--- config.mk ---
export PLATFORM = sky130hd
export DESIGN_NAME = circular_deque_engine_top
export DESIGN_NICKNAME = d
export VERILOG_FILES = /design/src/hw/rtl/cde_pkg.sv /design/src/hw/rtl/cde_ring_mem.sv /design/src/hw/rtl/cde_ctrl.sv /design/src/hw/rtl/circular_deque_engine_top.sv
export SDC_FILE = /design/constraint.sdc
export NUM_CORES = 1
export LEC_CHECK = 0
export ABC_CLOCK_PERIOD_IN_PS = 7300
export BUFFER_PORTS_ARGS = -buffer_cell sky130_fd_sc_hd__buf_2
export CORE_ASPECT_RATIO = 0.75
export CORE_MARGIN = 2
export CORE_UTILIZATION = 62
export DETAILED_ROUTE_END_ITERATION = 8
export GPL_ROUTABILITY_DRIVEN = 0
export GPL_TIMING_DRIVEN = 0
export PLACE_DENSITY = 0.8
export SYNTH_ARGS = -nofsm -noshare
export SYNTH_HDL_FRONTEND = slang
export SYNTH_SLANG_ARGS = --single-unit
--- constraint.sdc ---
create_clock -name clk -period 7.3 [get_ports clk]
set_input_delay 2.19 -clock clk [delete_from_list [all_inputs] [get_ports clk]]
set_output_delay 2.19 -clock clk [all_outputs]
set_load 0.005 [all_outputs]
--- src/hw/rtl/cde_pkg.sv ---
`timescale 1ns / 1ps

package cde_pkg;

  // Defaults for the top-level parameters
  localparam int CDE_MAX_DEPTH = 16;
  localparam int CDE_WORD_BITS = 32;

  // Fixed field widths of the configuration and result ports
  localparam int CDE_CAP_BITS   = 5;
  localparam int CDE_COUNT_BITS = 5;

  // Capacity after reset, before it is clamped to the ring depth
  localparam int CDE_CAP_RESET = 16;

  // Operation codes carried by each input item
  typedef enum logic [1:0] {
    OP_PUSH_FRONT = 2'd0,
    OP_PUSH_REAR  = 2'd1,
    OP_POP_FRONT  = 2'd2,
    OP_POP_REAR   = 2'd3
  } cde_op_t;

  // Status of one finished item, passed from control to the output stage
  typedef struct packed {
    logic                      accepted;
    logic                      is_empty;
    logic                      is_full;
    logic [CDE_COUNT_BITS-1:0] entry_count;
  } cde_status_t;

endpackage

--- src/hw/rtl/cde_ring_mem.sv ---
`timescale 1ns / 1ps

module cde_ring_mem #(
  parameter int DEPTH     = 16,
  parameter int WORD_BITS = 32,
  parameter int ADDR_W    = $clog2(DEPTH)
) (
  input  logic                 clk,
  input  logic                 wr_en,
  input  logic [ADDR_W-1:0]    wr_addr,
  input  logic [WORD_BITS-1:0] wr_data,
  input  logic [ADDR_W-1:0]    rd_addr_a,
  input  logic [ADDR_W-1:0]    rd_addr_b,
  output logic [WORD_BITS-1:0] rd_data_a,
  output logic [WORD_BITS-1:0] rd_data_b
);

  logic [WORD_BITS-1:0] ring_mem [DEPTH];

  // One write port
  always_ff @(posedge clk) begin
    if (wr_en) begin
      ring_mem[wr_addr] <= wr_data;
    end
  end

  // Two registered read ports (front and rear)
  always_ff @(posedge clk) begin
    rd_data_a <= ring_mem[rd_addr_a];
    rd_data_b <= ring_mem[rd_addr_b];
  end

endmodule

--- src/hw/rtl/cde_ctrl.sv ---
`timescale 1ns / 1ps

module cde_ctrl
  import cde_pkg::*;
#(
  parameter int MAX_DEPTH = CDE_MAX_DEPTH,
  parameter int WORD_BITS = CDE_WORD_BITS,
  parameter int PTR_W     = $clog2(MAX_DEPTH),
  parameter int CNT_W     = $clog2(MAX_DEPTH + 1)
) (
  input  logic                    clk,
  input  logic                    rst_n,
  // input items
  input  logic                    in_valid,
  output logic                    in_stall,
  input  logic [1:0]              in_op,
  input  logic [WORD_BITS-1:0]    in_value,
  // capacity register
  input  logic                    cfg_wr_en,
  input  logic [CDE_CAP_BITS-1:0] cfg_wr_data,
  // ring store ports
  output logic                    mem_wr_en,
  output logic [PTR_W-1:0]        mem_wr_addr,
  output logic [WORD_BITS-1:0]    mem_wr_data,
  output logic [PTR_W-1:0]        mem_rd_addr_a,
  output logic [PTR_W-1:0]        mem_rd_addr_b,
  // finished item towards the output stage
  output logic                    res_valid,
  input  logic                    res_take,
  output cde_status_t             res_status
);

  localparam int CAP_RST = (CDE_CAP_RESET > MAX_DEPTH) ? MAX_DEPTH : CDE_CAP_RESET;

  typedef enum logic [2:0] {
    ST_IDLE = 3'b001,
    ST_READ = 3'b010,
    ST_DONE = 3'b100
  } state_t;

  state_t           state_r,  state_nxt;
  logic [PTR_W-1:0] head_r,   head_nxt;
  logic [PTR_W-1:0] tail_r,   tail_nxt;
  logic [CNT_W-1:0] count_r,  count_nxt;
  logic [CNT_W-1:0] cap_r,    cap_nxt;
  logic             acc_r,    acc_nxt;

  logic             item_acc;
  logic             is_full;
  logic             is_empty;
  logic [31:0]      cap_wide;
  logic [31:0]      cap_clamp;

  // Pointer step forward, wrapping at the capacity
  function automatic logic [PTR_W-1:0] wrap_up(input logic [PTR_W-1:0] p,
                                               input logic [CNT_W-1:0] cap);
    logic [CNT_W-1:0] n;
    n = CNT_W'(p) + CNT_W'(1);
    return (n >= cap) ? '0 : PTR_W'(n);
  endfunction

  // Pointer step back, wrapping to the last entry within the capacity
  function automatic logic [PTR_W-1:0] wrap_down(input logic [PTR_W-1:0] p,
                                                 input logic [CNT_W-1:0] cap);
    logic [CNT_W-1:0] last;
    last = cap - CNT_W'(1);
    if (p == '0 || CNT_W'(p) >= cap) begin
      return PTR_W'(last);
    end
    return p - PTR_W'(1);
  endfunction

  assign in_stall = (state_r != ST_IDLE);
  assign item_acc = in_valid && !in_stall;
  assign is_full  = (count_r == cap_r);
  assign is_empty = (count_r == '0);

  // Capacity clamp: zero reads as one, above the depth reads as the depth
  assign cap_wide = 32'(cfg_wr_data);
  always_comb begin
    if (cap_wide == 32'd0) begin
      cap_clamp = 32'd1;
    end else if (cap_wide > 32'(MAX_DEPTH)) begin
      cap_clamp = 32'(MAX_DEPTH);
    end else begin
      cap_clamp = cap_wide;
    end
  end

  // Operation decode, pointer update and store write
  always_comb begin
    head_nxt    = head_r;
    tail_nxt    = tail_r;
    count_nxt   = count_r;
    cap_nxt     = cap_r;
    acc_nxt     = acc_r;
    mem_wr_en   = 1'b0;
    mem_wr_addr = '0;
    mem_wr_data = in_value;

    if (cfg_wr_en) begin
      // any capacity write empties the deque
      cap_nxt   = CNT_W'(cap_clamp);
      head_nxt  = '0;
      tail_nxt  = '0;
      count_nxt = '0;
    end else if (item_acc) begin
      acc_nxt = 1'b0;
      case (cde_op_t'(in_op))
        OP_PUSH_FRONT, OP_PUSH_REAR: begin
          if (!is_full) begin
            acc_nxt   = 1'b1;
            mem_wr_en = 1'b1;
            count_nxt = count_r + CNT_W'(1);
            if (is_empty) begin
              // first item lands at entry zero
              head_nxt    = '0;
              tail_nxt    = '0;
              mem_wr_addr = '0;
            end else if (cde_op_t'(in_op) == OP_PUSH_FRONT) begin
              head_nxt    = wrap_down(head_r, cap_r);
              mem_wr_addr = head_nxt;
            end else begin
              tail_nxt    = wrap_up(tail_r, cap_r);
              mem_wr_addr = tail_nxt;
            end
          end
        end
        OP_POP_FRONT, OP_POP_REAR: begin
          if (!is_empty) begin
            acc_nxt   = 1'b1;
            count_nxt = count_r - CNT_W'(1);
            // last item out leaves the pointers where they are
            if (count_r > CNT_W'(1)) begin
              if (cde_op_t'(in_op) == OP_POP_FRONT) begin
                head_nxt = wrap_up(head_r, cap_r);
              end else begin
                tail_nxt = wrap_down(tail_r, cap_r);
              end
            end
          end
        end
        default: begin
          acc_nxt = 1'b0;
        end
      endcase
    end
  end

  // Sequencer: accept, read front and rear, hand over
  always_comb begin
    state_nxt = state_r;
    case (state_r)
      ST_IDLE: begin
        if (item_acc && !cfg_wr_en) begin
          state_nxt = ST_READ;
        end
      end
      ST_READ: begin
        state_nxt = ST_DONE;
      end
      ST_DONE: begin
        if (res_take) begin
          state_nxt = ST_IDLE;
        end
      end
      default: begin
        state_nxt = ST_IDLE;
      end
    endcase
  end

  always_ff @(posedge clk) begin
    if (!rst_n) begin
      state_r <= ST_IDLE;
      head_r  <= '0;
      tail_r  <= '0;
      count_r <= '0;
      cap_r   <= CNT_W'(CAP_RST);
      acc_r   <= 1'b0;
    end else begin
      state_r <= state_nxt;
      head_r  <= head_nxt;
      tail_r  <= tail_nxt;
      count_r <= count_nxt;
      cap_r   <= cap_nxt;
      acc_r   <= acc_nxt;
    end
  end

  // Reads always follow the live pointers; data is valid in the done state
  assign mem_rd_addr_a = head_r;
  assign mem_rd_addr_b = tail_r;

  assign res_valid              = (state_r == ST_DONE);
  assign res_status.accepted    = acc_r;
  assign res_status.is_empty    = is_empty;
  assign res_status.is_full     = is_full;
  assign res_status.entry_count = CDE_COUNT_BITS'(count_r);

endmodule

--- src/hw/rtl/circular_deque_engine_top.sv ---
`timescale 1ns / 1ps
// Channel  Direction  Handshake            Payload
// in_      input      in_valid / in_stall  in_op, in_value
// out_     output     out_valid/out_stall  out_accepted, out_front_value, out_rear_value,
//                                          out_is_empty, out_is_full, out_entry_count
// cfg_     input      cfg_wr_en            cfg_wr_data (capacity in use)
//
// One item passes through accept and store write, front/rear read from the ring
// store (registered read), then load into the output register once it is free.
// A new item is taken while the previous result waits in the output register.
// Synchronous active-low rst_n empties the deque and sets capacity to min(16, MAX_DEPTH).
// out_stall holds the result; a second finished item waits in the done state.
module circular_deque_engine_top
  import cde_pkg::*;
#(
  parameter int MAX_DEPTH = CDE_MAX_DEPTH,
  parameter int WORD_BITS = CDE_WORD_BITS
) (
  input  logic                      clk,
  input  logic                      rst_n,
  input  logic                      in_valid,
  output logic                      in_stall,
  input  logic [1:0]                in_op,
  input  logic [WORD_BITS-1:0]      in_value,
  output logic                      out_valid,
  input  logic                      out_stall,
  output logic                      out_accepted,
  output logic [WORD_BITS-1:0]      out_front_value,
  output logic [WORD_BITS-1:0]      out_rear_value,
  output logic                      out_is_empty,
  output logic                      out_is_full,
  output logic [CDE_COUNT_BITS-1:0] out_entry_count,
  input  logic                      cfg_wr_en,
  input  logic [CDE_CAP_BITS-1:0]   cfg_wr_data
);

  localparam int PTR_W = $clog2(MAX_DEPTH);
  localparam int CNT_W = $clog2(MAX_DEPTH + 1);

  logic                 mem_wr_en;
  logic [PTR_W-1:0]     mem_wr_addr;
  logic [WORD_BITS-1:0] mem_wr_data;
  logic [PTR_W-1:0]     mem_rd_addr_a;
  logic [PTR_W-1:0]     mem_rd_addr_b;
  logic [WORD_BITS-1:0] mem_rd_data_a;
  logic [WORD_BITS-1:0] mem_rd_data_b;
  logic                 res_valid;
  logic                 res_take;
  cde_status_t          res_status;

  logic                 out_valid_r, out_valid_nxt;
  cde_status_t          out_status_r;
  logic [WORD_BITS-1:0] front_r;
  logic [WORD_BITS-1:0] rear_r;

  cde_ctrl #(
    .MAX_DEPTH (MAX_DEPTH),
    .WORD_BITS (WORD_BITS),
    .PTR_W     (PTR_W),
    .CNT_W     (CNT_W)
  ) u_ctrl (
    .clk           (clk),
    .rst_n         (rst_n),
    .in_valid      (in_valid),
    .in_stall      (in_stall),
    .in_op         (in_op),
    .in_value      (in_value),
    .cfg_wr_en     (cfg_wr_en),
    .cfg_wr_data   (cfg_wr_data),
    .mem_wr_en     (mem_wr_en),
    .mem_wr_addr   (mem_wr_addr),
    .mem_wr_data   (mem_wr_data),
    .mem_rd_addr_a (mem_rd_addr_a),
    .mem_rd_addr_b (mem_rd_addr_b),
    .res_valid     (res_valid),
    .res_take      (res_take),
    .res_status    (res_status)
  );

  cde_ring_mem #(
    .DEPTH     (MAX_DEPTH),
    .WORD_BITS (WORD_BITS),
    .ADDR_W    (PTR_W)
  ) u_ring_mem (
    .clk       (clk),
    .wr_en     (mem_wr_en),
    .wr_addr   (mem_wr_addr),
    .wr_data   (mem_wr_data),
    .rd_addr_a (mem_rd_addr_a),
    .rd_addr_b (mem_rd_addr_b),
    .rd_data_a (mem_rd_data_a),
    .rd_data_b (mem_rd_data_b)
  );

  // Output register: load when empty or being drained
  assign res_take      = res_valid && (!out_valid_r || !out_stall);
  assign out_valid_nxt = res_take || (out_valid_r && out_stall);

  always_ff @(posedge clk) begin
    if (!rst_n) begin
      out_valid_r <= 1'b0;
    end else begin
      out_valid_r <= out_valid_nxt;
    end
  end

  // Payload; an empty deque reports all ones at both ends
  always_ff @(posedge clk) begin
    if (res_take) begin
      out_status_r <= res_status;
      front_r      <= res_status.is_empty ? '1 : mem_rd_data_a;
      rear_r       <= res_status.is_empty ? '1 : mem_rd_data_b;
    end
  end

  assign out_valid       = out_valid_r;
  assign out_accepted    = out_status_r.accepted;
  assign out_front_value = front_r;
  assign out_rear_value  = rear_r;
  assign out_is_empty    = out_status_r.is_empty;
  assign out_is_full     = out_status_r.is_full;
  assign out_entry_count = out_status_r.entry_count;

endmodule
# After elaboration in Yosys (flattened, before gate mapping)
# Memory sizes are Yosys's and may differ from the RTL's. A register that Yosys moved wholly into a read port is not among the register bits.
# Cells that the tools add are included.
[totals] reg_bits=95 ram_bits=512 input_bits=44 word_cells=127 memories=1
[mem_list] memory="u_ring_mem.ring_mem" depth=16 width=32 read_ports=2 rd_ports_with_merged_regs=2 write_ports=1 line="cde_ring_mem.sv:18" rtl="logic [WORD_BITS-1:0] ring_mem [DEPTH];"
[op_classes] addsub=7 order_cmp=6 eq_ne=17 muxes=56 bitwise=2 reduce_logical=25
[op_table] op="$mux W4" n=24
[op_table] op="$logic_not A32 Y1" n=1
[op_table] op="$mux W1" n=21
[op_table] op="$mux W5" n=4
[op_table] op="$pmux W4 S2" n=2
[op_table] op="$reduce_and A6 Y1" n=2
[op_table] op="$sub A4 B1 Y4 const B" n=3
[op_table] op="$add A4 B1 Y5 const B" n=2
[op_table] op="$ge A4 B5 Y1" n=2
[op_table] op="$ge A5 B5 Y1" n=2
[op_table] op="$pmux W5 S2" n=1
[op_table] op="$pmux W3 S3" n=1
[op_table] op="$logic_not A4 Y1" n=2
[op_table] op="$ne A2 B1 Y1 const B" n=4
[op_table] op="$mux W3" n=2
[op_table] op="$ne A2 B2 Y1 const B" n=3
[op_table] op="$ne A3 B1 Y1 const B" n=2
[op_table] op="$reduce_or A2 Y1" n=3
[op_table] op="$add A5 B1 Y5 const B" n=1
[op_table] op="$eq A5 B5 Y1" n=1
[op_table] op="$gt A5 B1 Y1 const B" n=1
[op_table] op="$gt A5 B5 Y1 const B" n=1
[op_table] op="$logic_not A5 Y1" n=1
[op_table] op="$sub A5 B1 Y5 const B" n=1
[op_table] op="14 further kinds" n=26

# Longest topological paths before layout
[depth] word_depth=16 depth_mapped=12 depth_no_buf=9

# Hierarchy
# From an unflattened synthesis, not the netlist that was laid out.
[unflattened] cells_unflattened=1576 hier_area_um2=29191.7
[modules_own_cells] module="cde_ring_mem" instances=1 cells_each=1141 area_per_inst_um2=24188.2 seq_area_each_um2=16656.0
[modules_own_cells] module="circular_deque_engine_top" instances=1 cells_each=147 area_per_inst_um2=2680.1 seq_area_each_um2=2182.1
[modules_own_cells] module="cde_ctrl" instances=1 cells_each=288 area_per_inst_um2=2323.5 seq_area_each_um2=440.4

# Worst setup path before layout
# OpenSTA, ideal clock, no wires.
[synth_path] path_type="input to register" from="in in_op[1]" to="mem u_ring_mem.ring_mem[4][0], enable pin" arrival_ns=6.173 required_time_ns=6.799 path_slack_ns=0.626 stages=5 path_cell_list="clkbuf_1 > nor2_1 > nor2_1 > a22oi_1 > nor4_1"
[synth_via] elab_chain_cells=7 word_cells_on_any_way=14
[synth_lines] element="start: declaration" line="circular_deque_engine_top.sv:23" rtl="input logic [1:0] in_op,"
[synth_lines] element="$eq A2 B1 Y1 or $logic_not A2 Y1 (tied branches)" line="cde_ctrl.sv:109, cde_ctrl.sv:120"
[synth_lines] element="$reduce_or A2 Y1 or $mux W4 (tied branches)" line="cde_ctrl.sv:109, cde_ctrl.sv:120"
[synth_lines] element="$mux W1 or $mux W4 (tied branches)" line="cde_ctrl.sv:109, cde_ctrl.sv:115"
[synth_lines] element="$mux W1 or $mux W4 (tied branches)" line="cde_ctrl.sv:107, cde_ctrl.sv:111"
[synth_lines] element="$mux W1 or $mux W4 (tied branches)" line="cde_ctrl.sv:101, cde_ctrl.sv:109"
[synth_lines] element="$mux W1 or $mux W4 (tied branches)" line="cde_ring_mem.sv:22, cde_ctrl.sv:107"
[synth_lines] element="$mux W1 (implied by the code) or $mux W4 (tied branches)" line="cde_ring_mem.sv:23, cde_ctrl.sv:101"
[synth_lines] element="end: declaration" line="cde_ring_mem.sv:18"
# Several ways; a longest one is shown, not always the timed one.

# Worst setup path in the final report
[layout_path] from="reg u_ctrl.tail_r[1] (netlist: u_ctrl.mem_rd_addr_b[1])" to="mem u_ring_mem.ring_mem[13][19], enable pin"
[layout_via] elab_chain_cells=9
[layout_lines] element="start: declaration" line="cde_ctrl.sv:43" rtl="logic [PTR_W-1:0] tail_r, tail_nxt;"
[layout_lines] element="start signal: assignment" line="cde_ctrl.sv:184" rtl="tail_r <= tail_nxt;"
[layout_lines] element="$add A4 B1 Y5 (*)" line="cde_ctrl.sv:58" rtl="n = CNT_W'(p) + CNT_W'(1);"
[layout_lines] element="$ge A5 B5 Y1" line="cde_ctrl.sv:59" rtl="return (n >= cap) ? '0 : PTR_W'(n);"
[layout_lines] element="$mux W4 (*)" line="cde_ctrl.sv:59"
[layout_lines] element="$mux W4 (*)" line="cde_ctrl.sv:120" rtl="end else if (cde_op_t'(in_op) == OP_PUSH_FRONT) begin"
[layout_lines] element="$mux W4 (*)" line="cde_ctrl.sv:115" rtl="if (is_empty) begin"
[layout_lines] element="$mux W4 (*)" line="cde_ctrl.sv:111" rtl="if (!is_full) begin"
[layout_lines] element="$mux W4 (*)" line="cde_ctrl.sv:109" rtl="case (cde_op_t'(in_op))"
[layout_lines] element="$mux W4 (*)" line="cde_ctrl.sv:107" rtl="end else if (item_acc) begin"
[layout_lines] element="$mux W4 (*)" line="cde_ctrl.sv:101" rtl="if (cfg_wr_en) begin"
# Every way passes the cells marked *; elsewhere a longest branch is shown, timed or not.

==> flow_summary_export.csv <==
group,metric,value,unit
job,max_cap_violations,0,
worst_setup_path,critical_path.n_buffers_inverters,7,
timing,max_slew_margin,0.0961,
worst_setup_path,critical_path.cell_chain,"clkbuf_1 > buf_1 > clkbuf_1 > inv_1 > ha_1 > ha_1 > a21o_1 > a31oi_1 > o21ai_0 > nor2_1 > a32oi_1 > nor3_2 > buf_8 > buf_6 > buf_6",
timing,clock-skew-final,0.0213,ns
floorplan,num_io_pins,118,
grt,grt_first_pass_wirelength,109,mm
place,dpl_worst_slack,1.10,ns
final_layout,areaGrowthSynthToFinish,14.1,%
pwr,pwr_density_cell,241,mW/mm²
status,run_status,"complete, no violations",
detailed_routing,routed_wirelength,75.0,mm
logic_synthesis,synth.largest_area_cell,"sky130_fd_sc_hd__edfxtp_1",
grt,grt-busiest-layer,"met2",
logic_synthesis,synthesis_stage_register_bit_count,671,
timing,clock.fmax,154,MHz
timing,timing.final.max_slew_violations,0,
floorplan,starting_density_of_the_core,0.632,
clocking,cts-root-to-sink-buffers,3,
logic_synthesis,synth_edf_count,584,
logic_synthesis,post_synth.cell_area_avg,20.4,µm²
logic_synthesis,ys_async_sr_fraction,0,
worst_setup_path,critical_path_required_time,7.64,ns
worst_setup_path,worst-r2r-setup-slack,0.82,ns
logic_synthesis,yosys_synthesis_warning_count,0,
detailed_routing,detail_route.iter0.violations,2227,
timing,timing.final.crit_share,0.888,
pwr,peakVddDrop,195,µV
floorplan,die_area,0.0488,mm²
logic_synthesis,synthTopCellsByCount,"sky130_fd_sc_hd__edfxtp_1 (584), sky130_fd_sc_hd__mux4_2 (320), sky130_fd_sc_hd__dfxtp_1 (87), sky130_fd_sc_hd__or2_2 (67), sky130_fd_sc_hd__nor2_1 (36)",
logic_synthesis,post_synth_inst_count,1429,
timing,final.setup.worst_slack,0.815,ns
logic_synthesis,yosys.area.top_type_share,0.601,
place,port_buffers,117,
logic_synthesis,synth.top_cells.by_area,"sky130_fd_sc_hd__edfxtp_1 (60%), sky130_fd_sc_hd__mux4_2 (25%), sky130_fd_sc_hd__dfxtp_1 (6.0%)",
clocking,tritoncts,"yes",
clocking,post_cts_resize_count,0,
clocking,cts_num_sinks,671,
floorplan,die-width,255,µm
clocking,cts_post_setup_buffers_inserted,0,
grt,antenna_violations_before_repair,4,
grt,gr-usage-met3,0.0812,
logic_synthesis,synth-main-ff-cell,"sky130_fd_sc_hd__edfxtp_1",
worst_setup_path,cp_slowest_cell,"sky130_fd_sc_hd__nor3_2",
timing,finalSetupViolCount,0,
grt,gr-usage-met2,0.501,
detailed_routing,avgRoutedWirePerCell,32.1,µm
worst_setup_path,maximum_single_stage_delay_on_the_critical_path,0.98,ns
pwr,power.static_leakage,0.0106,µW
clocking,post_cts_hold_buffer_count,0,
clocking,clk_latency,0.63,ns
detailed_routing,vias_per_cell,6.95,
clocking,root_buffer,"sky130_fd_sc_hd__clkbuf_16",
floorplan,die_extent_in_y,192,µm
grt,grt_pass1_vias,16400,
final_layout,nFillCells,2645,
worst_setup_path,critical_path.endpoint_type,"flip-flop",
clocking,htreeDepth,2,
logic_synthesis,syn_nets,1499,
min_path,timing.hold.worst.class,"flip-flop to flip-flop",
timing,timing_worst_slew_pin_value,1.34,ns
logic_synthesis,synth.lib_cells_used.distinct,48,
worst_setup_path,critical_path_class,"flip-flop to flip-flop",
worst_setup_path,start_kind,"flip-flop",
worst_setup_path,path_delay_family,"buffers and inverters",
timing,time_the_final_worst_path_needs_with_i_o_delays_and_setup,6.48,ns
logic_synthesis,most_common_cell_in_the_netlist,"sky130_fd_sc_hd__edfxtp_1",
floorplan,row_count,68,
worst_setup_path,critical_path_peak_fanout,10,
detailed_routing,routed-via-count,16200,
clocking,cts-buffers-inserted,60,
logic_synthesis,mappedNetlistArea,0.0292,mm²
grt,maximum_number_of_pins_on_one_net_before_global_route_repair,29,
grt,overall_fraction_of_global_route_tracks_in_use,0.319,
grt,grt.met1_usage,0.448,
timing,report.final.hold_viol_count,0,
place,detailedPlacementHpwl,49.4,mm
grt,grt.overflow.total,0,
timing,grt_setup_unrepaired,"no",
final_layout,finalNetCount,1720,
clocking,clk_pin_slew,0.06,ns
detailed_routing,drcViolationCount,0,
logic_synthesis,ys_seq_area_frac,0.661,
final_layout,final_core_util,0.721,
pwr,design_power_total,8030,µW
worst_setup_path,worst_ep_arrival_time,6.82,ns
final_layout,post_route_cells_drive_above_1_share,0.413,
detailed_routing,detail-route-antenna-nets,0,
detailed_routing,detailedRoute.firstPassIterationCount,7,
floorplan,coreArea,0.0462,mm²
==> metal layers <==
metal | part of all wire | routed length (µm)
met1 | 0.37 | 27800
met5 | 0 | 0
met3 | 0.12 | 8830
met4 | 0.029 | 2170
met2 | 0.48 | 36200
==> sequential cells by signal, summed over array words and instances, names as in the netlist, 3 cells and up <==
signal	cells
u_ring_mem.rd_data_a	32
u_ring_mem.ring_mem	512
u_ctrl.count_r	5
u_ctrl.state_r	3
u_ctrl.mem_rd_addr_a	4
out_rear_value	32
out_entry_count	5
u_ctrl.mem_rd_addr_b	4
out_front_value	32
u_ring_mem.rd_data_b	32
u_ctrl.cap_r	5
==> final timing paths <==
check / startpoint / endpoint / cells after the start
min reg2reg: u_ctrl.acc_r / out_accepted / 0
max: u_ctrl.mem_rd_addr_b[1] / u_ring_mem.ring_mem[13][19] / 15
min: u_ctrl.acc_r / out_accepted / 0
max reg2reg: u_ctrl.mem_rd_addr_b[1] / u_ring_mem.ring_mem[13][19] / 15
==> power breakdown <==
part	internal [µW]	switching [µW]
combinational	216	293
clock	1870	1410
sequential	4210	19.3
total	6300	1730
==> cell type report <==
| type | count | area [µm²] | share of cell area |
|---|---|---|---|
| antenna | 4 | 10.0 | 0.000301 |
| buffer | 94 | 427 | 0.0128 |
| clock buffer | 87 | 1780 | 0.0534 |
| clock inverter | 26 | 279 | 0.00838 |
| inverter | 18 | 67.6 | 0.00203 |
| multi-input combinational | 646 | 9520 | 0.286 |
| sequential | 671 | 19300 | 0.579 |
| tap | 630 | 788 | 0.0237 |
| timing repair buffer | 159 | 1150 | 0.0346 |
==> worst reg2reg max path, delay by kind of cell (launching register included) <==
family | cells | cell delay [ns]
buf+inv | 7 | 2.74
simple gates | 2 | 1.38
compound gates | 4 | 1.06
fa+ha+maj | 2 | 0.66
flops | 1 | 0.38
==> cells by family (layout without fill, tap and decap cells) <==
kind of cell	Yosys count	after routing	synth area share
AO/OA/AOI/OAI	76	76	0.0179
XOR/XNOR	20	20	0.00600
adder cells (fa/ha/maj)	26	26	0.0111
buffers and inverters	112	384	0.0169
flip-flops	671	671	0.661
multiplexers	335	335	0.252
other	0	4	0
AND/OR/NAND/NOR	189	189	0.0349
==> through the flow <==
stage	hold WS (ns)	instances	instance area, µm²	TNS (ns)
finish	0.428	2335	33300	0
global route	0.448	2333	33300	0
CTS	0.433	2331	33300	0
detailed placement	0.419	2218	31200	0
global placement	0.413	2176	30600	-900.83
floorplan	0.402	1429	29200	0
==> layout by cell type, fill, tap and decap left out, drive strengths merged, types with 5 or more instances in the layout <==
cell type	synthesis	layout
edfxtp	584	584
mux4	320	320
buf	61	220
clkbuf	33	120
dfxtp	87	87
or2	67	67
nor2	36	36
nand2	26	26
ha	26	26
inv	17	18
clkinv	1	18
xnor2	16	16
o21ai	15	15
a21oi	14	14
nor3	12	12
mux2i	11	11
nor2b	11	11
nand3	8	8
a221oi	7	7
and2	7	7
nand2b	7	7
a211oi	6	6
o211ai	6	6
bufinv	0	5
Note: power is estimated with default switching activity, not from simulation.
